File: config.mk
export PLATFORM = sky130hd
export DESIGN_NAME = hase_ctrl
export DESIGN_NICKNAME = d
export VERILOG_FILES = /design/src/hdl/hase_pkg.sv /design/src/hdl/hase_ctrl.sv
export SDC_FILE = /design/constraint.sdc
export NUM_CORES = 1
export LEC_CHECK = 0
export BUFFER_PORTS_ARGS = -buffer_cell sky130_fd_sc_hd__buf_2
export CORE_MARGIN = 1.5
export CORE_UTILIZATION = 54
export DETAILED_ROUTE_END_ITERATION = 12
export PLACE_DENSITY = 0.82
export SYNTH_ARGS = -nofsm -noshare
export SYNTH_HDL_FRONTEND = slang
export SYNTH_SLANG_ARGS = --single-unit
File: constraint.sdc
create_clock -name clk -period 3.5 [get_ports clk]
set_input_delay 0.525 -clock clk [delete_from_list [all_inputs] [get_ports clk]]
set_output_delay 0.525 -clock clk [all_outputs]
set_load 0.1 [all_outputs]
File: src/hdl/hase_pkg.sv
// Package of shared types, constants and helpers for the Hall angle and speed estimator.
package hase_pkg;

  localparam int SpeedWindow = 10;
  localparam int TrimLo      = 2;
  localparam int TrimCount   = 6;
  localparam logic [26:0] SpeedNum = 27'd100530965;

  localparam logic [2:0] CodeLow  = 3'd0;
  localparam logic [2:0] CodeHigh = 3'd7;
  localparam logic [2:0] RefCw    = 3'd2;
  localparam logic [2:0] RefCcw   = 3'd6;

  // Division by a constant as a product with a rounded-up reciprocal,
  // x / d = (x * R) >> s, exact for every 32-bit x.
  localparam logic [31:0] RecipSix   = 32'hAAAA_AAAB;  // s = 34
  localparam logic [31:0] RecipFive  = 32'hCCCC_CCCD;  // s = 34
  localparam logic [31:0] Recip625   = 32'hD1B7_1759;  // s = 41
  localparam logic [26:0] IncDivisor = 27'd625;
  localparam logic [21:0] IncRound   = 22'd312;

  // Input word of the item channel.
  typedef struct packed {
    logic        kind;
    logic [31:0] capture_count;
    logic [2:0]  hall_code;
  } in_word_t;

  // Result word of the result channel.
  typedef struct packed {
    logic [15:0] rotor_angle;
    logic [26:0] raw_speed;
    logic [26:0] filtered_speed;
    logic [29:0] angle_increment;
    logic        code_error;
  } out_word_t;

  // Commands from the controller to the datapath.
  typedef struct packed {
    logic load;       // capture input, start the item
    logic div_start;  // start the speed division
    logic div_step;   // one restoring division step
    logic sort_step;  // one compare/swap of the window sort
    logic mean_sum;   // add up the middle six sorted entries
    logic mean_mul;   // divide that sum by six
    logic filt_sum;   // form four times the mean plus the speed
    logic filt_mul;   // divide that sum by five
    logic inc_quo;    // filtered speed over 625
    logic inc_rem;    // scaled remainder of that division
    logic inc_fin;    // assemble the angle increment
    logic commit;     // write results into the output word
  } cmd_t;

  // Status from the datapath to the controller.
  typedef struct packed {
    logic edge_item;
    logic need_speed;
    logic window_full;
  } stat_t;

  // Sector angle table, 1/8192 rad.
  function automatic logic [15:0] sector_angle(input logic ccw, input logic [2:0] code);
    logic [15:0] a;
    a = 16'd0;
    case ({ccw, code})
      4'b0001: a = 16'd28746;
      4'b0010: a = 16'd44786;
      4'b0011: a = 16'd35676;
      4'b0100: a = 16'd7610;
      4'b0101: a = 16'd17932;
      4'b0110: a = 16'd729;
      4'b1001: a = 16'd32940;
      4'b1010: a = 16'd48538;
      4'b1011: a = 16'd39821;
      4'b1100: a = 16'd16474;
      4'b1101: a = 16'd26059;
      4'b1110: a = 16'd6562;
      default: a = 16'd0;
    endcase
    return a;
  endfunction

endpackage

File: src/hdl/hase_ctrl.sv
// Controller state machine sequencing the estimator datapath.
module hase_ctrl
  import hase_pkg::*;
(
  input  logic  clk,
  input  logic  rst,
  input  logic  in_valid,
  output logic  in_ready,
  output logic  out_valid,
  input  logic  out_ready,
  input  stat_t stat,
  output cmd_t  cmd
);

  localparam logic [3:0] S_IDLE     = 4'd0;
  localparam logic [3:0] S_DECIDE   = 4'd1;
  localparam logic [3:0] S_DIV      = 4'd2;
  localparam logic [3:0] S_SORT     = 4'd3;
  localparam logic [3:0] S_MEAN_SUM = 4'd4;
  localparam logic [3:0] S_MEAN_MUL = 4'd5;
  localparam logic [3:0] S_FILT_SUM = 4'd6;
  localparam logic [3:0] S_FILT_MUL = 4'd7;
  localparam logic [3:0] S_INC_QUO  = 4'd8;
  localparam logic [3:0] S_INC_REM  = 4'd9;
  localparam logic [3:0] S_INC_FIN  = 4'd10;
  localparam logic [3:0] S_DONE     = 4'd11;

  logic [3:0] state, state_next;
  logic [5:0] count, count_next;
  logic       full, full_next;

  // The result word has its own register, so a new item may enter while it waits.
  assign in_ready = (state == S_IDLE);
  assign out_valid = full;

  always_comb begin
    state_next = state;
    count_next = count;
    full_next = full;
    cmd = '0;
    if (full && out_ready) full_next = 1'b0;
    case (state)
      S_IDLE: begin
        if (in_valid) begin
          cmd.load = 1'b1;
          state_next = S_DECIDE;
        end
      end
      S_DECIDE: begin
        if (stat.edge_item) begin
          if (stat.need_speed) begin
            cmd.div_start = 1'b1;
            count_next = 6'd0;
            state_next = S_DIV;
          end else begin
            state_next = S_DONE;
          end
        end else if (stat.window_full) begin
          count_next = 6'd0;
          state_next = S_SORT;
        end else begin
          state_next = S_FILT_SUM;
        end
      end
      S_SORT: begin
        // 45 compare/swap steps of a bubble sort.
        cmd.sort_step = 1'b1;
        count_next = count + 6'd1;
        if (count == 6'd44) begin
          state_next = S_MEAN_SUM;
        end
      end
      S_MEAN_SUM: begin
        cmd.mean_sum = 1'b1;
        state_next = S_MEAN_MUL;
      end
      S_MEAN_MUL: begin
        cmd.mean_mul = 1'b1;
        state_next = S_FILT_SUM;
      end
      S_DIV: begin
        cmd.div_step = 1'b1;
        count_next = count + 6'd1;
        if (count == 6'd31) state_next = S_DONE;
      end
      S_FILT_SUM: begin
        cmd.filt_sum = 1'b1;
        state_next = S_FILT_MUL;
      end
      S_FILT_MUL: begin
        cmd.filt_mul = 1'b1;
        state_next = S_INC_QUO;
      end
      S_INC_QUO: begin
        cmd.inc_quo = 1'b1;
        state_next = S_INC_REM;
      end
      S_INC_REM: begin
        cmd.inc_rem = 1'b1;
        state_next = S_INC_FIN;
      end
      S_INC_FIN: begin
        cmd.inc_fin = 1'b1;
        state_next = S_DONE;
      end
      S_DONE: begin
        if (!full || out_ready) begin
          cmd.commit = 1'b1;
          full_next = 1'b1;
          state_next = S_IDLE;
        end
      end
      default: state_next = S_IDLE;
    endcase
  end

  always_ff @(posedge clk) begin
    if (rst) begin
      state <= S_IDLE;
      count <= 6'd0;
      full <= 1'b0;
    end else begin
      state <= state_next;
      count <= count_next;
      full <= full_next;
    end
  end

`ifndef SYNTHESIS
  a_load_idle: assert property (@(posedge clk) disable iff (rst)
    cmd.load |-> state == S_IDLE)
    else $error("item loaded outside the idle state");
  a_commit_fill: assert property (@(posedge clk) disable iff (rst)
    cmd.commit |=> full)
    else $error("commit did not fill the output word");
  a_sort_len: assert property (@(posedge clk) disable iff (rst)
    (state == S_SORT && count == 6'd44) |=> state == S_MEAN_SUM)
    else $error("sort did not end after 45 steps");
  a_div_len: assert property (@(posedge clk) disable iff (rst)
    (state == S_DIV && count != 6'd31) |=> state == S_DIV)
    else $error("division left early");
`endif

endmodule

==> results.py, run 1 <==
metrics = {
    "routing": {
        "drc": 0,
        "vias": 846,
        "wl_per_cell_um": 13.5,
        "drt_iter0_drc": 22,
        "met3_length_um": 132,
        "antenna_left": 0,
        "wirelength_um": 1880,
        "m1WireLength_um": 855,
        "met2WireLength_um": 886,
        "top_layer": "met4",
        "first_pass_iters": 4,
        "vias_per_cell": 6.09,
    },
    "layout": {
        "final_cell_area_um2": 896,
        "utilization_pct": 67.2,
        "finalNetCount": 134,
        "area_growth_pct": 13.8,
        "register_area_um2": 220,
        "antenna_cells": 0,
        "fill_cells": 131,
        "multi_input_comb_area_um2": 504,
        "drive_gt1_share_pct": 21.8,
    },
    "placement": {
        "placed_area_um2": 870,
        "io_buffers": 20,
        "gp_congestion": 0.836,
        "hpwl_um": 1380,
    },
    "clock_network": {
        "clk_pin_slew_ns": 0.07,
        "ctsRootBufferMaster": "clkbuf_4",
        "postCtsSetupRepairBufs": 0,
        "tritoncts": "done",
        "clk_latency_ns": 0.27,
        "numCtsBuffers": 3,
        "cts_hold_buf": 0,
        "cts.sinks": 11,
        "cts_buffer_depth": 2,
        "cts.htree.levels": 1,
        "postCtsResizedCells": 0,
    },
    "sta": {
        "finalCritPeriodShare_pct": 71.5,
        "drv_slew": 0,
        "tightest_slew_ns": 0.534,
        "hold_viol": 0,
        "setup_viol": 0,
        "post-route-min-period_ns": 2.50,
        "fin_worst_skew_ns": 0.00259,
        "tns_ns": 0,
        "slew_headroom_pct": 63.9,
        "fmax_ghz": 0.400,
        "rsz0062_at_grt": "no",
    },
    "pwr": {
        "switching_share_pct": 60.8,
        "seqPwrFrac_pct": 25.4,
        "clkPwrFrac_pct": 10.2,
        "p_per_area_nw_per_um2": 942,
        "switching_power_w": 0.000513,
        "ir_drop_uv": 526,
        "p_leak_nw": 0.403,
        "combPwrFrac_pct": 64.4,
        "internal-power_w": 0.000331,
    },
    "critical_path": {
        "critPathMaxFanout": 14,
        "cp_data_required_time_ns": 2.97,
        "cp_slowest_cell": "dfxtp_1",
        "worstPathCellList": "nor4b_1 -> and3_1 -> buf_2",
        "criticalPathCategory": "reg2out",
        "cp.arrival_ns": 1.98,
        "setup.worst_path.end_class": "output port",
        "cp-start-kind": "flop",
        "critPathMaxStageDelay_ns": 0.57,
    },
    "floorplanning": {
        "placementRows": 13,
        "start_util_pct": 59.0,
        "fp.dieH_um": 41.2,
        "die_w_um": 41.2,
        "die_area_um2": 1700,
        "pin_count": 21,
        "core_area_um2": 1330,
    },
    "logic_synthesis": {
        "synthCells": 105,
        "yosysWarnings": 0,
        "ys_ff_latch": 11,
        "synth_cell_types": 34,
        "syn-num-nets": 114,
        "yosysSeqAreaShare_pct": 28.0,
        "avgSynthCellArea_um2": 7.50,
        "synth_area_um2": 787,
    },
    "global_route": {
        "antenna_found_initial": 0,
        "track_usage_pct": 26.0,
        "overflow": 0,
        "grt_pass1_vias": 697,
        "grt_pass1_wl_um": 2860,
        "grt_max_degree": 15,
    },
    "job": {
        "drv_cap": 0,
    },
    "hold_path": {
        "hp-class": "reg2reg",
    },
    "run_status": {
        "status": "complete, no violations",
    },
}
state kept, by name, indices dropped and copies added (netlist names):
signal	count
count	6
state	4
out_valid	1
layout make-up:
class / instances / area share, %
Multi-Input combinational cell: 82 / 56.3
Sequential cell: 11 / 24.6
Timing Repair Buffer: 20 / 11.2
Clock buffer: 4 / 2.93
Inverter: 7 / 2.93
Tap cell: 15 / 2.09
critical path: cells and delay by family (launching register included):
family	cells	cell delay, ns
AND/OR/NAND/NOR	2	0.72
flip-flops	1	0.57
buffers and inverters	1	0.42
worst paths after layout:
kind	from	endpoint	slack [ns]	depth (start not counted)
setup / recovery	state[0]	cmd[10]	1.0	3
hold / removal	count[5]	count[5]	0.49	2
setup reg to reg	state[2]	state[0]	1.68	4
hold reg to reg	count[5]	count[5]	0.49	2
cell usage after synthesis, drive strengths merged:
master   n  area, um^2
a22oi    1        7.51
or2b     2        15.0
nand2    9        33.8
o21ai    5        25.0
buf      4        32.5
or3      1        6.26
nand3    5        25.0
nor4     1        6.26
dfxtp   11         220
mux2     2        22.5
nor2b    5        31.3
a311oi   1        8.76
and3     2        12.5
a211o    1        10.0
or4      3        22.5
nand4    1        6.26
o22ai    1        6.26
nor4b    2        17.5
a21o     2        15.0
nor2    10        37.5
ha       2        25.0
a2bb2o   1        10.0
or2      1        6.26
nand4b   1        8.76
a21oi   10        50.1
mux2i    2        20.0
clkbuf   1        3.75
o31ai    3        22.5
nor3     2        10.0
nand2b   4        25.0
o221a    1        11.3
and2     1        6.26
inv      7        26.3
power groups by stage:
| stage | registers [W] | clock network [W] | logic, W |
|---|---|---|---|
| 2_1_floorplan | 0.000175 | 0 | 0.000513 |
| 3_3_place_gp | 0.000209 | 0 | 0.000533 |
| 3_5_place_dp | 0.000215 | 0 | 0.000541 |
| 4_1_cts | 0.000212 | 0.0000894 | 0.000543 |
| 5_1_grt | 0.000223 | 0.0000968 | 0.000584 |
| 6_report | 0.000215 | 0.0000860 | 0.000543 |
per-stage QoR:
step / total power [W] / setup slack [ns] / hold WS, ns / std cells
global placement: 0.000742 / 1.36 / 0.468 / 135
CTS: 0.000844 / 1.00 / 0.497 / 139
finish: 0.000844 / 0.999 / 0.490 / 139
detailed placement: 0.000756 / 1.32 / 0.486 / 135
global route: 0.000904 / 0.826 / 0.533 / 139
floorplan: 0.000688 / 0.236 / 0.448 / 105
per-layer routing:
metal	track usage, %	vias to the layer above
li1	-	415
met1	32.2	398
met2	41.4	31
met3	10.9	2
met4	6.45	0
met5	0	-
cell families after synthesis:
family                   synth area share (%)
adder cells (fa/ha/maj)                  3.18
AO/OA/AOI/OAI                            21.1
multiplexers                             5.41
flip-flops                               28.0
buffers and inverters                    7.95
AND/OR/NAND/NOR                          34.3
layout by cell type, fill, tap and decap left out, drive strengths merged, types with 2 or more instances in the layout:
cell type  count
buf           20
dfxtp         11
nor2          10
a21oi         10
nand2          9
inv            7
nor2b          5
o21ai          5
nand3          5
nand2b         4
clkbuf         4
or4            3
o31ai          3
nor3           2
or2b           2
nor4b          2
and3           2
a21o           2
mux2           2
mux2i          2
ha             2
(Power assumes the default switching activity.)
==> inputs of run 2 (changes only) <==
- CORE_ASPECT_RATIO: default -> 1.25
- CORE_UTILIZATION: 54 -> 45
- PLACE_DENSITY: 0.82 -> 0.73
- clock period: 3.5 -> 2.3 ns (I/O delays scaled with it)
==> results.py, run 2 (synthesized netlist as in run 1, its figures left out) <==
metrics = {
    "run_status": {
        "status": "complete, no violations",
    },
    "sta": {
        "drv_slew": 0,
        "post-route-min-period_ns": 2.19,
        "fin_worst_skew_ns": 0.00725,
        "tns_ns": 0,
        "setup_ws_ns": 0.110,
        "rsz0062_at_grt": "no",
        "finalCritPeriodShare_pct": 95.2,
        "slew_headroom_pct": 67.7,
        "hold_viol": 0,
        "tightest_slew_ns": 0.488,
        "fmax_ghz": 0.457,
        "setup_viol": 0,
    },
    "critical_path": {
        "r2r_end": "state[0]",
        "cp.arrival_ns": 1.85,
        "cp_data_required_time_ns": 1.96,
        "ff2ff_path_depth": 4,
        "criticalPathCategory": "reg2out",
        "setup.worst_path.end_class": "output port",
        "critPathMaxFanout": 11,
        "rrSetupSlack_ns": 0.45,
        "r2r-start": "state[3]",
        "cp-start-kind": "flop",
    },
    "layout": {
        "antenna_cells": 0,
        "finalNetCount": 137,
        "largest_register": "count",
        "mostFrequentLayoutCells": "buf_2, dfxtp_1, a21oi_1, nand2_1, inv_1",
        "final_common_cell": "buf_2",
        "largest_reg_flops": 6,
        "area_growth_pct": 23.8,
        "utilization_pct": 60.9,
        "drive_gt1_share_pct": 31.5,
        "final_cells": 145,
    },
    "pwr": {
        "seqPwrFrac_pct": 21.4,
        "switching_share_pct": 60.3,
        "combPwrFrac_pct": 68.5,
        "p_per_area_nw_per_um2": 1430,
        "switching_power_w": 0.000837,
        "clkPwrFrac_pct": 10.1,
        "p_leak_nw": 0.424,
        "internal-power_w": 0.000552,
        "p_total_w": 0.00139,
        "ir_drop_uv": 684,
    },
    "clock_network": {
        "cts_buffer_depth": 2,
        "postCtsSetupRepairBufs": 0,
        "cts.htree.levels": 1,
        "tritoncts": "done",
        "clk_pin_slew_ns": 0.07,
        "numCtsBuffers": 3,
        "cts_hold_buf": 0,
        "clk_latency_ns": 0.29,
        "ctsRootBufferMaster": "clkbuf_4",
        "cts.sinks": 11,
    },
    "routing": {
        "vias_per_cell": 5.72,
        "antenna_left": 0,
        "drc": 0,
        "vias": 829,
        "wirelength_um": 2040,
        "wl_per_cell_um": 14.0,
        "first_pass_iters": 4,
        "drt_iter0_drc": 12,
    },
    "floorplanning": {
        "fp.dieH_um": 49.8,
        "die_w_um": 40.4,
        "die_area_um2": 2010,
        "placementRows": 16,
        "pin_count": 21,
        "start_util_pct": 49.1,
        "core_area_um2": 1600,
    },
    "global_route": {
        "antenna_found_initial": 0,
        "grt_pass1_wl_um": 3240,
        "grt_max_degree": 14,
        "grt_pass1_vias": 757,
        "overflow": 0,
        "track_usage_pct": 23.6,
    },
    "hold_path": {
        "worstHoldPathCells": 2,
        "hold_end": "out_valid",
        "hp-class": "in2reg",
        "min-delay-start": "rst",
    },
    "placement": {
        "gp_congestion": 0.775,
        "hpwl_um": 1520,
        "dp_cells": 141,
        "io_buffers": 20,
        "pre_cts_ws_ns": 0.309,
    },
    "job": {
        "drv_cap": 0,
    },
}
[run 2: cell count changes in the layout (fill, tap and decap cells not counted), sizes merged]
cell      change
clkinvlp      +1
buf           +3
inv           -1
[run 2: final cells by class]
| class | count | area, um^2 |
|---|---|---|
| Sequential cell | 11 | 220 |
| Fill cell | 167 | 627 |
| Inverter | 7 | 30.0 |
| Clock buffer | 4 | 26.3 |
| Timing Repair Buffer | 23 | 140 |
| Multi-Input combinational cell | 82 | 536 |
| Tap cell | 18 | 22.5 |
[run 2: worst max path at each step]
stage             start  endpoint  slack [ns]  cells past startpoint
2_1_floorplan  state[1]    cmd[6]        0.02                      4
3_3_place_gp   state[3]   cmd[11]        0.35                      4
3_5_place_dp   state[3]   cmd[11]        0.31                      4
4_1_cts        state[3]  in_ready        0.12                      3
5_1_grt        state[3]  in_ready        0.04                      3
6_report       state[3]  in_ready        0.11                      3
[run 2: what timing repair did]
item                                    CTS  global route
endpoints found under the setup margin    1             0
resized for setup                         1             0
endpoints found under the hold margin     0             0
[run 2: layer usage]
| layer | track usage [%] | routed length, um |
|---|---|---|
| met3 | 2.70 | 69 |
| met5 | 0 | 0 |
| met1 | 25.6 | 814 |
| met4 | 11.7 | 49 |
| met2 | 41.5 | 1100 |
[run 2: power by group through the flow]
stage	Clock (W)	Combinational (W)	Sequential [W]
6_report	0.000141	0.000951	0.000297
5_1_grt	0.000149	0.00102	0.000302
4_1_cts	0.000143	0.000955	0.000294
3_5_place_dp	0	0.000941	0.000299
3_3_place_gp	0	0.000922	0.000295
2_1_floorplan	0	0.000824	0.000266
[run 2: worst max-delay path, stage by stage (launching register included)]
cell,delay [ns]
dfxtp_1,0.40
or4_1,0.64
clkinvlp_4,0.11
buf_2,0.41
[run 2: through the flow]
stage,cell area (um^2),hold slack (ns)
after floorplan,822,0.414
after global placement,946,0.465
after detailed placement,946,0.481
after CTS,975,0.318
after global routing,975,0.341
final,975,0.321
==> inputs of run 3 (changes only) <==
- CORE_ASPECT_RATIO: 1.25 -> default
==> results.py, run 3 (synthesized netlist as in run 1, its figures left out) <==
metrics = {
    "global_route": {
        "antenna_found_initial": 0,
        "grt_max_degree": 14,
        "overflow": 0,
        "grt_pass1_wl_um": 3020,
        "met2_usage_pct": 32.5,
        "grt_pass1_vias": 711,
        "grt-busiest-layer": "met2",
        "grt_util_met3_pct": 9.20,
        "use_met1_pct": 26.0,
        "track_usage_pct": 20.4,
    },
    "critical_path": {
        "criticalPathCategory": "reg2out",
        "r2r-start": "state[1]",
        "cp_data_required_time_ns": 1.96,
        "r2r_end": "state[0]",
        "ff2ff_path_depth": 4,
        "cp-start-kind": "flop",
        "endpoint": "in_ready",
        "cp.arrival_ns": 1.83,
        "setup.worst_path.end_class": "output port",
        "rrSetupSlack_ns": 0.43,
        "critPathMaxFanout": 13,
        "crit_path_start": "state[2]",
    },
    "placement": {
        "io_buffers": 20,
        "placed_area_um2": 936,
        "gp_congestion": 0.848,
        "hpwl_um": 1440,
    },
    "routing": {
        "first_pass_iters": 4,
        "wirelength_um": 1880,
        "antenna_left": 0,
        "vias_per_cell": 5.90,
        "drc": 0,
        "wl_per_cell_um": 13.3,
        "drt_iter0_drc": 30,
        "vias": 838,
    },
    "pwr": {
        "p_per_area_nw_per_um2": 1410,
        "p_leak_nw": 0.419,
        "ir_drop_uv": 586,
        "p_total_w": 0.00136,
    },
    "clock_network": {
        "tritoncts": "done",
        "numCtsBuffers": 3,
        "clk_pin_slew_ns": 0.07,
        "cts_hold_buf": 0,
        "cts.sinks": 11,
        "postCtsResizedCells": 1,
        "ctsRootBufferMaster": "clkbuf_4",
        "cts_buffer_depth": 2,
        "postCtsSetupRepairBufs": 0,
        "clk_latency_ns": 0.27,
        "cts.htree.levels": 1,
    },
    "floorplanning": {
        "start_util_pct": 49.9,
        "die_area_um2": 2010,
        "die_w_um": 44.8,
        "pin_count": 21,
        "fp.dieH_um": 44.8,
        "placementRows": 14,
        "core_area_um2": 1580,
    },
    "sta": {
        "tightest_slew_ns": 0.489,
        "fmax_ghz": 0.459,
        "post-route-min-period_ns": 2.18,
        "holdWs_ns": 0.354,
        "fin_worst_skew_ns": 0.00327,
        "setup_viol": 0,
        "tns_ns": 0,
        "hold_viol": 0,
        "finalCritPeriodShare_pct": 94.8,
        "slew_headroom_pct": 67.6,
        "rsz0062_at_grt": "no",
        "drv_slew": 0,
    },
    "job": {
        "drv_cap": 0,
    },
    "layout": {
        "register_area_um2": 220,
        "multi_input_comb_area_um2": 536,
        "fill_cells": 146,
        "largest_register": "count",
        "mostFrequentLayoutCells": "buf_2, dfxtp_1, a21oi_1, nand2_1, inv_1",
        "finalNetCount": 136,
        "largest_reg_flops": 6,
        "antenna_cells": 0,
        "drive_gt1_share_pct": 31.0,
        "area_growth_pct": 22.6,
        "final_cell_area_um2": 965,
        "final_common_cell": "buf_2",
    },
    "hold_path": {
        "hp-class": "in2reg",
    },
    "run_status": {
        "status": "complete, no violations",
    },
}
[run 3: cell count changes in the layout (fill, tap and decap cells not counted)]
cell | previous run | this run
buf_4 | 4 | 3
[run 3: through the flow]
step	cells	setup slack, ns	utilization (%)
global placement	138	0.329	59.4
finish	142	0.120	61.2
detailed placement	138	0.288	59.4
floorplan	105	0.0242	-
global route	142	0.00985	61.2
CTS	142	0.115	61.2
[run 3: worst min-delay path by stage]
stage / cells after the start / start / slack (ns) / end
2_1_floorplan: 1 / rst / 0.41 / out_valid
3_3_place_gp: 2 / count[5] / 0.47 / count[5]
3_5_place_dp: 2 / count[5] / 0.49 / count[5]
4_1_cts: 2 / rst / 0.35 / out_valid
5_1_grt: 2 / rst / 0.35 / out_valid
6_report: 2 / rst / 0.35 / out_valid
[run 3: cell type report]
| type | count | share of cell area [%] |
|---|---|---|
| Sequential cell | 11 | 22.8 |
| Multi-Input combinational cell | 82 | 55.5 |
| Tap cell | 16 | 2.08 |
| Timing Repair Buffer | 22 | 13.7 |
| Clock buffer | 4 | 2.72 |
| Inverter | 7 | 3.11 |
[run 3: critical path, cell delays in order (launching register included)]
cell and delay (ns):
dfxtp_1 0.42, or4_1 0.63, clkinvlp_4 0.11, buf_2 0.42
[run 3: routing by layer]
layer	part of all wire, %	wire (um)
met5	0	0
met4	0.90	17
met3	5.2	97
met2	49	922
met1	45	846
[run 3: power by group]
part	internal (W)	total (W)	leakage (nW)	switching [W]
clock	0.0000671	0.000131	0.0150	0.0000635
combinational	0.000247	0.000923	0.314	0.000676
sequential	0.000231	0.000307	0.0895	0.0000759
